==> config.mk <==
export PLATFORM = sky130hd
export DESIGN_NAME = stuffed_frame_receiver_core
export DESIGN_NICKNAME = d
export VERILOG_FILES = /design/src/hdl/sfr_pkg.sv /design/src/hdl/sfr_fifo.sv /design/src/hdl/sfr_front.sv /design/src/hdl/sfr_back.sv /design/src/hdl/stuffed_frame_receiver_core.sv
export SDC_FILE = /design/constraint.sdc
export NUM_CORES = 1
export LEC_CHECK = 0
export BUFFER_PORTS_ARGS = -buffer_cell sky130_fd_sc_hd__buf_4
export CAP_MARGIN = 10
export CORE_MARGIN = 5
export CORE_UTILIZATION = 35
export DETAILED_ROUTE_END_ITERATION = 16
export GPL_TIMING_DRIVEN = 0
export SLEW_MARGIN = 20
export SYNTH_ARGS = -nofsm -noshare
export SYNTH_HDL_FRONTEND = slang
export SYNTH_SLANG_ARGS = --single-unit
==> constraint.sdc <==
create_clock -name clock -period 8.8 [get_ports clock]
set_input_delay 0.88 -clock clock [delete_from_list [all_inputs] [get_ports clock]]
set_output_delay 0.88 -clock clock [all_outputs]
set_load 0.03 [all_outputs]
==> src/hdl/sfr_pkg.sv <==
// Shared types, constants and helpers for the stuffed frame receiver.
// Used by the front end, the back end and the top level. No dependencies.
`timescale 1ns / 1ps

package sfr_pkg;

   // Default payload length and the number of payload bytes shown on the result
   localparam int PAYLOAD_BYTES_DEF = 7;
   localparam int FIELD_BYTES       = 7;
   localparam int SLOT_W            = $clog2(FIELD_BYTES);

   // Depth of the queues between front and back and on the result side
   localparam int QUEUE_DEPTH = 2;

   // Control register file
   localparam int CSR_INDEX_W = 2;

   typedef enum logic [CSR_INDEX_W-1:0] {
      CSR_START_BYTE = 2'd0,
      CSR_STUFF_BYTE = 2'd1,
      CSR_XOR_MASK   = 2'd2
   } csr_index_type;

   localparam logic [7:0] START_BYTE_RST = 8'd126;
   localparam logic [7:0] STUFF_BYTE_RST = 8'd125;
   localparam logic [7:0] XOR_MASK_RST   = 8'd32;
   localparam logic [7:0] CHECKSUM_BASE  = 8'hFF;

   typedef struct packed {
      logic [7:0] start_byte;
      logic [7:0] stuff_byte;
      logic [7:0] xor_mask;
   } cfg_type;

   // Front end framing phase
   typedef enum logic [1:0] {
      PH_COLLECT,
      PH_ESCAPED,
      PH_CHECKSUM,
      PH_DONE
   } phase_type;

   // Operations handed from front to back
   typedef enum logic [1:0] {
      OP_RESTART,
      OP_DATA,
      OP_CHECK
   } op_type;

   typedef struct packed {
      op_type            op;
      logic [7:0]        data;
      logic [SLOT_W-1:0] slot;
      logic              slot_ok;
   } item_type;

   typedef struct packed {
      logic        frame_ok;
      logic [7:0]  frame_type;
      logic [15:0] value_key;
      logic [31:0] value_data;
      logic [7:0]  got_checksum;
      logic [7:0]  want_checksum;
   } result_type;

   // Fold the carry byte into the low byte, then complement against 0xFF
   function automatic logic [7:0] checksum_of(input logic [15:0] sum);
      logic [7:0] fold;
      fold = sum[7:0] + sum[15:8];
      return CHECKSUM_BASE - fold;
   endfunction

endpackage

==> src/hdl/sfr_fifo.sv <==
// Small register-based queue used between the front and back ends
// and on the result side. Depends on nothing.
`timescale 1ns / 1ps

module sfr_fifo #(
   parameter int WIDTH = 8,
   parameter int DEPTH = 2
) (
   input  logic             clock,
   input  logic             reset,
   input  logic             push,
   input  logic [WIDTH-1:0] wdata,
   output logic             full,
   input  logic             pop,
   output logic [WIDTH-1:0] rdata,
   output logic             empty
);

   localparam int PtrW = (DEPTH > 1) ? $clog2(DEPTH) : 1;
   localparam int CntW = $clog2(DEPTH + 1);

   logic [WIDTH-1:0] mem_ff [DEPTH];
   logic [PtrW-1:0]  wr_ptr_ff, wr_ptr_in;
   logic [PtrW-1:0]  rd_ptr_ff, rd_ptr_in;
   logic [CntW-1:0]  count_ff, count_in;
   logic             do_push;
   logic             do_pop;

   assign full    = (count_ff == CntW'(DEPTH));
   assign empty   = (count_ff == '0);
   assign do_push = push && !full;
   assign do_pop  = pop && !empty;
   assign rdata   = mem_ff[rd_ptr_ff];

   // Advance pointers and track occupancy
   always_comb begin
      wr_ptr_in = wr_ptr_ff;
      rd_ptr_in = rd_ptr_ff;
      count_in  = count_ff;
      if (do_push) begin
         wr_ptr_in = (wr_ptr_ff == PtrW'(DEPTH - 1)) ? '0 : wr_ptr_ff + 1'b1;
      end
      if (do_pop) begin
         rd_ptr_in = (rd_ptr_ff == PtrW'(DEPTH - 1)) ? '0 : rd_ptr_ff + 1'b1;
      end
      if (do_push && !do_pop) begin
         count_in = count_ff + 1'b1;
      end else if (do_pop && !do_push) begin
         count_in = count_ff - 1'b1;
      end
   end

   always_ff @(posedge clock) begin
      if (reset) begin
         wr_ptr_ff <= '0;
         rd_ptr_ff <= '0;
         count_ff  <= '0;
      end else begin
         wr_ptr_ff <= wr_ptr_in;
         rd_ptr_ff <= rd_ptr_in;
         count_ff  <= count_in;
      end
   end

   // Store the incoming transaction
   always_ff @(posedge clock) begin
      if (do_push) begin
         mem_ff[wr_ptr_ff] <= wdata;
      end
   end

`ifndef SYNTHESIS
   a_count_bound: assert property (@(posedge clock) disable iff (reset)
      count_ff <= CntW'(DEPTH))
      else $error("queue occupancy beyond depth");

   a_pop_only_drains: assert property (@(posedge clock) disable iff (reset)
      (do_pop && !do_push) |=> (count_ff == $past(count_ff) - 1'b1))
      else $error("queue occupancy did not drop on pop");

   a_push_only_fills: assert property (@(posedge clock) disable iff (reset)
      (do_push && !do_pop) |=> (count_ff == $past(count_ff) + 1'b1))
      else $error("queue occupancy did not rise on push");
`endif

endmodule

==> src/hdl/sfr_front.sv <==
// Front end: accepts line bytes and restarts, strips escapes and hands
// classified operations to the back end. Depends on sfr_pkg.
`timescale 1ns / 1ps

module sfr_front
   import sfr_pkg::*;
#(
   parameter int PAYLOAD_BYTES = PAYLOAD_BYTES_DEF
) (
   input  logic       clock,
   input  logic       reset,
   input  cfg_type    cfg,
   input  logic       req_push,
   input  logic       req_kind,
   input  logic [7:0] req_byte_value,
   output logic       req_full,
   output logic       item_push,
   output item_type   item,
   input  logic       item_full
);

   localparam int CntW = $clog2(PAYLOAD_BYTES + 1);

   phase_type       phase_ff, phase_in;
   logic [CntW-1:0] cnt_ff, cnt_in;
   logic [CntW-1:0] cnt_step;
   logic            accept;
   logic            is_esc;
   logic            last_byte;

   assign req_full  = item_full;
   assign accept    = req_push && !item_full;
   assign is_esc    = (req_byte_value == cfg.start_byte) ||
                      (req_byte_value == cfg.stuff_byte);
   assign cnt_step  = cnt_ff + 1'b1;
   assign last_byte = (cnt_step == CntW'(PAYLOAD_BYTES));

   // Next framing phase and payload count
   always_comb begin
      phase_in = phase_ff;
      cnt_in   = cnt_ff;
      if (accept) begin
         if (req_kind) begin
            phase_in = PH_COLLECT;
            cnt_in   = '0;
         end else begin
            case (phase_ff)
               PH_COLLECT: begin
                  if (is_esc) begin
                     phase_in = PH_ESCAPED;
                  end else begin
                     cnt_in   = cnt_step;
                     phase_in = last_byte ? PH_CHECKSUM : PH_COLLECT;
                  end
               end
               PH_ESCAPED: begin
                  cnt_in   = cnt_step;
                  phase_in = last_byte ? PH_CHECKSUM : PH_COLLECT;
               end
               PH_CHECKSUM: begin
                  phase_in = PH_DONE;
               end
               default: begin
               end
            endcase
         end
      end
   end

   // Build the operation for the back end; drop escapes and late bytes
   always_comb begin
      item_push    = 1'b0;
      item.op      = OP_DATA;
      item.data    = req_byte_value;
      item.slot    = SLOT_W'(cnt_ff);
      item.slot_ok = (int'(cnt_ff) < FIELD_BYTES);
      if (accept) begin
         if (req_kind) begin
            item_push = 1'b1;
            item.op   = OP_RESTART;
         end else begin
            case (phase_ff)
               PH_COLLECT: begin
                  item_push = !is_esc;
               end
               PH_ESCAPED: begin
                  item_push = 1'b1;
                  item.data = req_byte_value ^ cfg.xor_mask;
               end
               PH_CHECKSUM: begin
                  item_push = 1'b1;
                  item.op   = OP_CHECK;
               end
               default: begin
               end
            endcase
         end
      end
   end

   always_ff @(posedge clock) begin
      if (reset) begin
         phase_ff <= PH_COLLECT;
         cnt_ff   <= '0;
      end else begin
         phase_ff <= phase_in;
         cnt_ff   <= cnt_in;
      end
   end

`ifndef SYNTHESIS
   a_push_needs_accept: assert property (@(posedge clock) disable iff (reset)
      item_push |-> accept)
      else $error("operation issued without an accepted transaction");

   a_done_is_quiet: assert property (@(posedge clock) disable iff (reset)
      (accept && !req_kind && phase_ff == PH_DONE) |-> !item_push)
      else $error("byte after frame end was forwarded");

   a_check_ends_frame: assert property (@(posedge clock) disable iff (reset)
      (item_push && item.op == OP_CHECK) |=> (phase_ff == PH_DONE))
      else $error("checksum issued but frame not closed");
`endif

endmodule

==> src/hdl/sfr_back.sv <==
// Back end: stores payload bytes, keeps the running sum and queues one
// result per checksum byte. Depends on sfr_pkg and sfr_fifo.
`timescale 1ns / 1ps

module sfr_back
   import sfr_pkg::*;
#(
   parameter int PAYLOAD_BYTES = PAYLOAD_BYTES_DEF
) (
   input  logic        clock,
   input  logic        reset,
   input  logic        item_empty,
   input  item_type    item,
   output logic        item_pop,
   output logic        rsp_empty,
   input  logic        rsp_pop,
   output logic        rsp_frame_ok,
   output logic [7:0]  rsp_frame_type,
   output logic [15:0] rsp_value_key,
   output logic [31:0] rsp_value_data,
   output logic [7:0]  rsp_got_checksum,
   output logic [7:0]  rsp_want_checksum
);

   localparam int SumW = $clog2(PAYLOAD_BYTES * 255 + 1);

   logic [SumW-1:0] sum_ff, sum_in;
   logic [7:0]      store_ff [FIELD_BYTES];
   logic [7:0]      view [FIELD_BYTES];
   logic            out_full;
   logic            out_push;
   result_type      result;
   result_type      rsp_data;

   // Take an operation unless a result is due and the output queue is full
   assign item_pop = !item_empty && !((item.op == OP_CHECK) && out_full);
   assign out_push = item_pop && (item.op == OP_CHECK);

   // Running sum: clear on restart, add on each payload byte
   always_comb begin
      sum_in = sum_ff;
      if (item_pop) begin
         case (item.op)
            OP_RESTART: sum_in = '0;
            OP_DATA:    sum_in = sum_ff + SumW'(item.data);
            default:    sum_in = sum_ff;
         endcase
      end
   end

   always_ff @(posedge clock) begin
      if (reset) begin
         sum_ff <= '0;
      end else begin
         sum_ff <= sum_in;
      end
   end

   // Write payload bytes that appear in the result fields
   always_ff @(posedge clock) begin
      if (item_pop && item.op == OP_DATA && item.slot_ok) begin
         store_ff[item.slot] <= item.data;
      end
   end

   // Bytes beyond a short payload read as zero
   always_comb begin
      for (int k = 0; k < FIELD_BYTES; k++) begin
         view[k] = (k < PAYLOAD_BYTES) ? store_ff[k] : 8'h00;
      end
   end

   // Assemble the result
   always_comb begin
      result.want_checksum = checksum_of(16'(sum_ff));
      result.got_checksum  = item.data;
      result.frame_ok      = (result.want_checksum == item.data);
      result.frame_type    = view[0];
      result.value_key     = {view[2], view[1]};
      result.value_data    = {view[6], view[5], view[4], view[3]};
   end

   sfr_fifo #(
      .WIDTH ($bits(result_type)),
      .DEPTH (QUEUE_DEPTH)
   ) u_rsp_queue (
      .clock (clock),
      .reset (reset),
      .push  (out_push),
      .wdata (result),
      .full  (out_full),
      .pop   (rsp_pop),
      .rdata (rsp_data),
      .empty (rsp_empty)
   );

   assign rsp_frame_ok      = rsp_data.frame_ok;
   assign rsp_frame_type    = rsp_data.frame_type;
   assign rsp_value_key     = rsp_data.value_key;
   assign rsp_value_data    = rsp_data.value_data;
   assign rsp_got_checksum  = rsp_data.got_checksum;
   assign rsp_want_checksum = rsp_data.want_checksum;

`ifndef SYNTHESIS
   a_result_from_check: assert property (@(posedge clock) disable iff (reset)
      out_push |-> (item_pop && item.op == OP_CHECK && !out_full))
      else $error("result queued without a checksum operation");

   a_restart_clears_sum: assert property (@(posedge clock) disable iff (reset)
      (item_pop && item.op == OP_RESTART) |=> (sum_ff == '0))
      else $error("running sum not cleared on restart");

   a_stall_only_when_full: assert property (@(posedge clock) disable iff (reset)
      (!item_empty && !item_pop) |-> out_full)
      else $error("operation held while the result queue had room");
`endif

endmodule

==> src/hdl/stuffed_frame_receiver_core.sv <==
// Top level of the stuffed frame receiver: control registers, front end,
// operation queue and back end. Depends on sfr_pkg, sfr_front, sfr_fifo, sfr_back.
`timescale 1ns / 1ps

// Byte-stuffed frame receiver. Push one line byte (req_kind low) or a restart
// (req_kind high) per cycle; the block sustains one transaction per clock
// while req_full is low. Escape bytes and bytes after a finished frame are
// absorbed in the front end and produce nothing. After PAYLOAD_BYTES payload
// bytes, the next raw byte is the checksum; the result (payload fields,
// received and computed checksum, match flag) reaches the rsp_ ports once the
// checksum operation has passed the queue between front and back end and the
// back end has written the result into the result queue.
// req_full rises only when results are not popped. Control registers
// (start byte, stuff byte, XOR mask) take a write every cycle and should
// only be changed while no frame is in flight.

module stuffed_frame_receiver_core
   import sfr_pkg::*;
#(
   parameter int PAYLOAD_BYTES = PAYLOAD_BYTES_DEF
) (
   input  logic                   clock,
   input  logic                   reset,
   input  logic                   csr_valid,
   output logic                   csr_ready,
   input  logic [CSR_INDEX_W-1:0] csr_index,
   input  logic [7:0]             csr_wdata,
   input  logic                   req_push,
   output logic                   req_full,
   input  logic                   req_kind,
   input  logic [7:0]             req_byte_value,
   output logic                   rsp_empty,
   input  logic                   rsp_pop,
   output logic                   rsp_frame_ok,
   output logic [7:0]             rsp_frame_type,
   output logic [15:0]            rsp_value_key,
   output logic [31:0]            rsp_value_data,
   output logic [7:0]             rsp_got_checksum,
   output logic [7:0]             rsp_want_checksum
);

   cfg_type  cfg_ff, cfg_in;
   logic     item_push;
   item_type item_wr;
   logic     item_full;
   logic     item_pop;
   item_type item_rd;
   logic     item_empty;

   assign csr_ready = 1'b1;

   // Decode control register writes
   always_comb begin
      cfg_in = cfg_ff;
      if (csr_valid) begin
         case (csr_index)
            CSR_START_BYTE: cfg_in.start_byte = csr_wdata;
            CSR_STUFF_BYTE: cfg_in.stuff_byte = csr_wdata;
            CSR_XOR_MASK:   cfg_in.xor_mask   = csr_wdata;
            default:        cfg_in = cfg_ff;
         endcase
      end
   end

   always_ff @(posedge clock) begin
      if (reset) begin
         cfg_ff.start_byte <= START_BYTE_RST;
         cfg_ff.stuff_byte <= STUFF_BYTE_RST;
         cfg_ff.xor_mask   <= XOR_MASK_RST;
      end else begin
         cfg_ff <= cfg_in;
      end
   end

   sfr_front #(
      .PAYLOAD_BYTES (PAYLOAD_BYTES)
   ) u_front (
      .clock          (clock),
      .reset          (reset),
      .cfg            (cfg_ff),
      .req_push       (req_push),
      .req_kind       (req_kind),
      .req_byte_value (req_byte_value),
      .req_full       (req_full),
      .item_push      (item_push),
      .item           (item_wr),
      .item_full      (item_full)
   );

   sfr_fifo #(
      .WIDTH ($bits(item_type)),
      .DEPTH (QUEUE_DEPTH)
   ) u_item_queue (
      .clock (clock),
      .reset (reset),
      .push  (item_push),
      .wdata (item_wr),
      .full  (item_full),
      .pop   (item_pop),
      .rdata (item_rd),
      .empty (item_empty)
   );

   sfr_back #(
      .PAYLOAD_BYTES (PAYLOAD_BYTES)
   ) u_back (
      .clock             (clock),
      .reset             (reset),
      .item_empty        (item_empty),
      .item              (item_rd),
      .item_pop          (item_pop),
      .rsp_empty         (rsp_empty),
      .rsp_pop           (rsp_pop),
      .rsp_frame_ok      (rsp_frame_ok),
      .rsp_frame_type    (rsp_frame_type),
      .rsp_value_key     (rsp_value_key),
      .rsp_value_data    (rsp_value_data),
      .rsp_got_checksum  (rsp_got_checksum),
      .rsp_want_checksum (rsp_want_checksum)
   );

endmodule

; ---- Word-level counts from Yosys, hierarchy flattened
; Memory sizes are Yosys's and may differ from the RTL's. A register that Yosys moved wholly into a read port is not among the register bits.
; Index checks and enable logic that the tools add are counted.
[op_classes]
n_addsub = 12
n_reduce_logical = 42
mux = 34
order_cmp = 1
n_eq_ne = 13
n_bitwise = 1
[op_table]
columns = cell, n
row1 = equality test 8 bit, 3
row2 = case mux 11 bit (2 select lines), 1
row3 = two-way mux 2 bit, 9
row4 = two-way mux 1 bit, 16
row5 = two-way mux 8 bit, 2
row6 = logical AND 1 bit, 14
row7 = adder 11 x 8 -> 11 bit, 1
row8 = "equality test 2 bit, second input constant", 5
row9 = zero test 1 bit, 10
row10 = zero test 2 bit, 5
row11 = two-way mux 10 bit, 1
row12 = AND reduction 2 bit, 5
row13 = adder 8 x 3 -> 8 bit, 1
row14 = "subtractor 8 bit, first input constant", 1
row15 = bitwise XOR 8 bit, 1
row16 = "equality test 2 x 1 -> 1 bit, second input constant", 3
row17 = two-way mux 3 bit, 2
row18 = case mux 2 bit (3 select lines), 1
row19 = case mux 3 bit (2 select lines), 1
row20 = nonzero test 2 bit, 3
row21 = "adder 1 bit, second input constant", 4
row22 = "adder 2 x 1 -> 2 bit, second input constant", 2
row23 = nonzero test 4 bit, 1
row24 = "subtractor 2 x 1 -> 2 bit, second input constant", 2
row25 = 9 further kinds, 9
[word_totals]
output_inout_bits = 76
input_bits = 24
word_cells = 118
register_bits = 48
mem_bits_rw = 230
mem_count = 3
[memory_table]
columns = name, depth, word_bits, rd, rd_ports_with_merged_regs, write_ports, line
row1 = u_back.u_rsp_queue.mem_ff, 2, 73, 1, 1, 1, sfr_fifo.sv:22  ; logic [WIDTH-1:0] mem_ff [DEPTH];
row2 = u_back.store_ff, 7, 8, 7, 0, 1, sfr_back.sv:28  ; logic [7:0] store_ff [FIELD_BYTES];
row3 = u_item_queue.mem_ff, 2, 14, 1, 1, 1, sfr_fifo.sv:22

; ---- Logic depth before layout (Yosys ltp)
[depth]
ltp_word = 11
mapped_depth = 10
mapped_depth_nobuf = 9

; ---- By module
; A second synthesis with hierarchy kept.
[hier_totals]
cells_unflattened = 737
hier_area_um2 = 11431.0
[modules_own_cells]
columns = mod, instances, area_per_inst_um2, seq_area_each_um2, cells_per_inst
row1 = sfr_fifo (u_back.u_rsp_queue), 1, 5481.5, 4484.3, 252
row2 = sfr_back, 1, 2979.1, 1901.8, 223
row3 = sfr_fifo (u_item_queue), 1, 1221.2, 940.9, 68
row4 = stuffed_frame_receiver_core, 1, 991.0, 480.5, 99
row5 = sfr_front, 1, 758.2, 100.1, 95

; ---- Least setup slack after synthesis
; Ideal clock, no wire load.
[synth_timing]
kind = reg2reg
start = reg (tool-made name)
end = mem u_back.u_rsp_queue.mem_ff[0][0] (netlist bit), enable pin
path_buffers = 2
t_arrival_ns = 8.191
setup_slack_ns = -0.076
path_stages_with_launch = 6
synth_period_minus_slack_ns = 8.876
required_ns = 8.116
path_cell_list = dfxtp_1 -> buf_6 -> buf_2 -> mux2i_4 -> nand2_1 -> nor4_1
[synth_rtl]
columns = element, line
row1 = "end, declared", sfr_fifo.sv:22

==> results_dict.tcl <==
set metrics [dict create \
    initial_utilization 0.355 \
    drc_errors 0 \
    synth_cells 716 \
    reg2reg_slack_ns 5.49 \
    critPathCaptureType "output pin" \
    max-cap-violations 0 \
    cts_resized 0 \
    diodes 0 \
    dp_cells 1224 \
    ys_dominant_reg_cell "edfxtp_1" \
    outcome "complete, no violations" \
    grt_use_total 0.126 \
    die_w_um 189 \
    wl_met3_um 1110 \
    period_share 0.409 \
    cts.clk_slew.worst_paths_ns 0.06 \
    holdPathStages 0 \
    clockBufferDepth 3 \
    final_hold_viol_count 0 \
    hold_class "reg -> reg" \
    wl_per_cell_um 18.0 \
    grt_first_pass_wirelength_um 35700 \
    power_per_cell_area_mw_per_mm2 293 \
    cts-root-buf "clkbuf_16" \
    grt_overflow 0 \
    port_buffers 98 \
    max-vdd-ir-drop_mv 0.143 \
    r2r_cells 9 \
    drt-pass1-iter-count 4 \
    min-delay-start "u_back.store_ff[5][4]$_DFFE_PP_" \
    m1WireLength_um 10200 \
    top_layer "met4" \
    fmax_mhz 278 \
    via_per_inst 4.82 \
    gp_congestion 0.792 \
    ys_ff_latch 280 \
    dpl-instance-area_mm2 0.0126 \
    synth_edf_count 230 \
    yosysSeqAreaShare 0.704 \
    area_delta_synth_final_pct 20.7 \
    worst_pin_slew_ns 0.930 \
    cp.arrival_ns 2.72 \
    grt_max_degree 48 \
    crit_fanout 10 \
    yosys_warnings 0 \
    die_h_um 189 \
    min_period_ns 3.60 \
    p_leak_uw 0.00474 \
    netlist_area_mm2 0.0112 \
    vias 6184 \
    coreArea_mm2 0.0316 \
    finalMaxSlewViolations 0 \
    clock_latency_ns 0.55 \
    dieArea_mm2 0.0358 \
    antenna_found_initial 0 \
    cp-start-kind "register" \
    drt_wl_total_um 23100 \
    required_ns 7.92 \
    regToRegEndpoint "u_back.u_rsp_queue.mem_ff[0][32]$_DFFE_PP_" \
    setup.worst_path.class "reg -> out" \
    finalNetCount 900 \
    drive_gt1_frac 0.278 \
    numCtsBuffers 31 \
    clock-sinks 280 \
    synth-async-reset-ratio 0 \
    finalSetupTns_ns 0 \
    finalSetupViolations 0 \
    synth_fp_nets 761 \
    grt_setup_unrepaired "no" \
    design_area_mm2 0.0136 \
    antenna_left 0 \
    min_to "u_back.u_rsp_queue.mem_ff[1][36]$_DFFE_PP_" \
    tritoncts "done" \
    clock_skew_ns 0.0122 \
    avgSynthCellArea_um2 15.7 \
    postCtsHoldBufs 0 \
    ioPinCount 100 \
    dp_hpwl_um 15300 \
    maxSlewHeadroom 0.380 \
    first_global_vias 6344 \
    dr_wl_met2_um 11200 \
    drt_iter0_markers 392 \
    cts_max_level 1 \
    postCtsSetupBuffers 0 \
    row_count 65 \
    fin_cells 1282 \
    synth.distinct_cells 63 \
]
-- layer usage --
metal / vias up / track usage
met2: 148 / 0.210
met1: 3025 / 0.168
li1: 2972 / -
met3: 39 / 0.0243
met4: 0 / 0.0367
met5: - / 0
-- cell usage in the layout, fill, tap and decap left out, types with 8 or more instances in the layout --
cell and instances:
o21ai_0 13, nand3b_1 11, clkinv_1 9, nor2_1 42, a211o_1 8, edfxtp_1 230
xnor2_1 33, clkbuf_16 31, buf_4 101, a21oi_1 14, ha_1 19, clkbuf_1 24
xor2_1 9, mux2_2 82, mux2i_1 12, nand2_1 42, nor2b_1 12, inv_1 19
dfxtp_1 50
-- power by group --
part	internal, uW	switching [uW]
combinational	433	672
clock	707	507
sequential	1600	56.6
total	2740	1240
-- per-stage QoR --
| stage | power [uW] | hold slack (ns) | utilization | setup slack [ns] |
|---|---|---|---|---|
| finish | 3980 | 0.441 | 0.429 | 5.20 |
| floorplan | 2420 | 0.421 | - | 3.01 |
| global placement | 2790 | 0.422 | 0.395 | 0.0158 |
| detailed placement | 2810 | 0.429 | 0.398 | 5.45 |
| global route | 4160 | 0.449 | 0.429 | 5.09 |
| CTS | 4030 | 0.439 | 0.429 | 5.15 |
-- final cells by class --
cell class	count	area [um^2]
plain buffers	23	98.8
inverters	19	71.3
clock buffers	36	795
repair buffers	106	835
clock inverters	22	175
fillers	2839	18100
flip-flops and latches	280	7910
multi-input cells	394	3180
well taps	402	503
-- synth_stat cells (2+ instances only) --
cell | n | area [um^2]
nand3_1 | 7 | 35.0
o31ai_1 | 3 | 22.5
nor4_1 | 2 | 12.5
o21ai_0 | 13 | 65.1
and3_1 | 5 | 31.3
o21a_1 | 3 | 22.5
o41ai_1 | 2 | 17.5
xor2_1 | 9 | 78.8
a32oi_1 | 4 | 35.0
a31o_2 | 2 | 17.5
xor3_1 | 5 | 119
nor2b_1 | 13 | 81.3
a211o_1 | 8 | 70.1
o211ai_1 | 3 | 22.5
nor2_1 | 42 | 158
nor3_1 | 6 | 30.0
dfxtp_1 | 50 | 1000
nor3b_1 | 3 | 22.5
ha_1 | 19 | 238
edfxtp_1 | 230 | 6910
nand2_1 | 42 | 158
nand2b_1 | 5 | 31.3
or3_1 | 5 | 31.3
a31oi_1 | 3 | 18.8
clkbuf_1 | 19 | 71.3
mux2i_1 | 12 | 120
xnor2_1 | 33 | 289
mux2_2 | 82 | 923
nand3b_1 | 11 | 82.6
a21oi_1 | 14 | 70.1
o32ai_1 | 2 | 17.5
or4_1 | 3 | 22.5
and2_1 | 4 | 25.0
inv_1 | 19 | 71.3
nand4_1 | 4 | 25.0
fa_1 | 2 | 40.0
-- registers in the layout, summed over array words and instances, names as in the netlist, named ones only --
name	cells
u_item_queue.count_ff	2
cfg_ff	24
u_back.store_ff	56
u_back.u_rsp_queue.wr_ptr_ff	1
u_back.sum_ff	11
u_front.cnt_ff	3
u_back.u_rsp_queue.mem_ff	146
u_item_queue.mem_ff	28
u_back.u_rsp_queue.count_ff	2
u_front.phase_ff	2
u_item_queue.rd_ptr_ff	1
u_back.u_rsp_queue.rd_ptr_ff	1
u_item_queue.wr_ptr_ff	1
-- how the worst max path moves through the flow --
stage / from / to / slack (ns) / depth (start not counted)
6_report: register / rsp_value_data[27] / 5.20 / 4
3_5_place_dp: register / u_back.u_rsp_queue.mem_ff[0][40]$_DFFE_PP_ / 5.45 / 9
3_3_place_gp: register / u_back.u_rsp_queue.mem_ff[0][32]$_DFFE_PP_ / 0.02 / 5
4_1_cts: register / rsp_value_data[30] / 5.15 / 4
2_1_floorplan: register / u_back.u_rsp_queue.mem_ff[0][0]$_DFFE_PP_ / 3.01 / 5
5_1_grt: register / rsp_value_data[27] / 5.09 / 4
-- cells by family after synthesis --
logic type	share of synthesized area
fa+ha+maj	0.0247
buf+inv	0.0151
mux	0.0962
compound gates	0.0429
xor+xnor	0.0433
other cells	0.000334
flops	0.704
simple gates	0.0739
-- worst max-delay path, stage by stage, from the launching register on --
cell	delay, ns
dfxtp_1	0.30
clkbuf_1	0.69
clkbuf_1	0.56
mux2_2	0.44
buf_4	0.18
No activity file was read; power rests on OpenSTA's default activity.
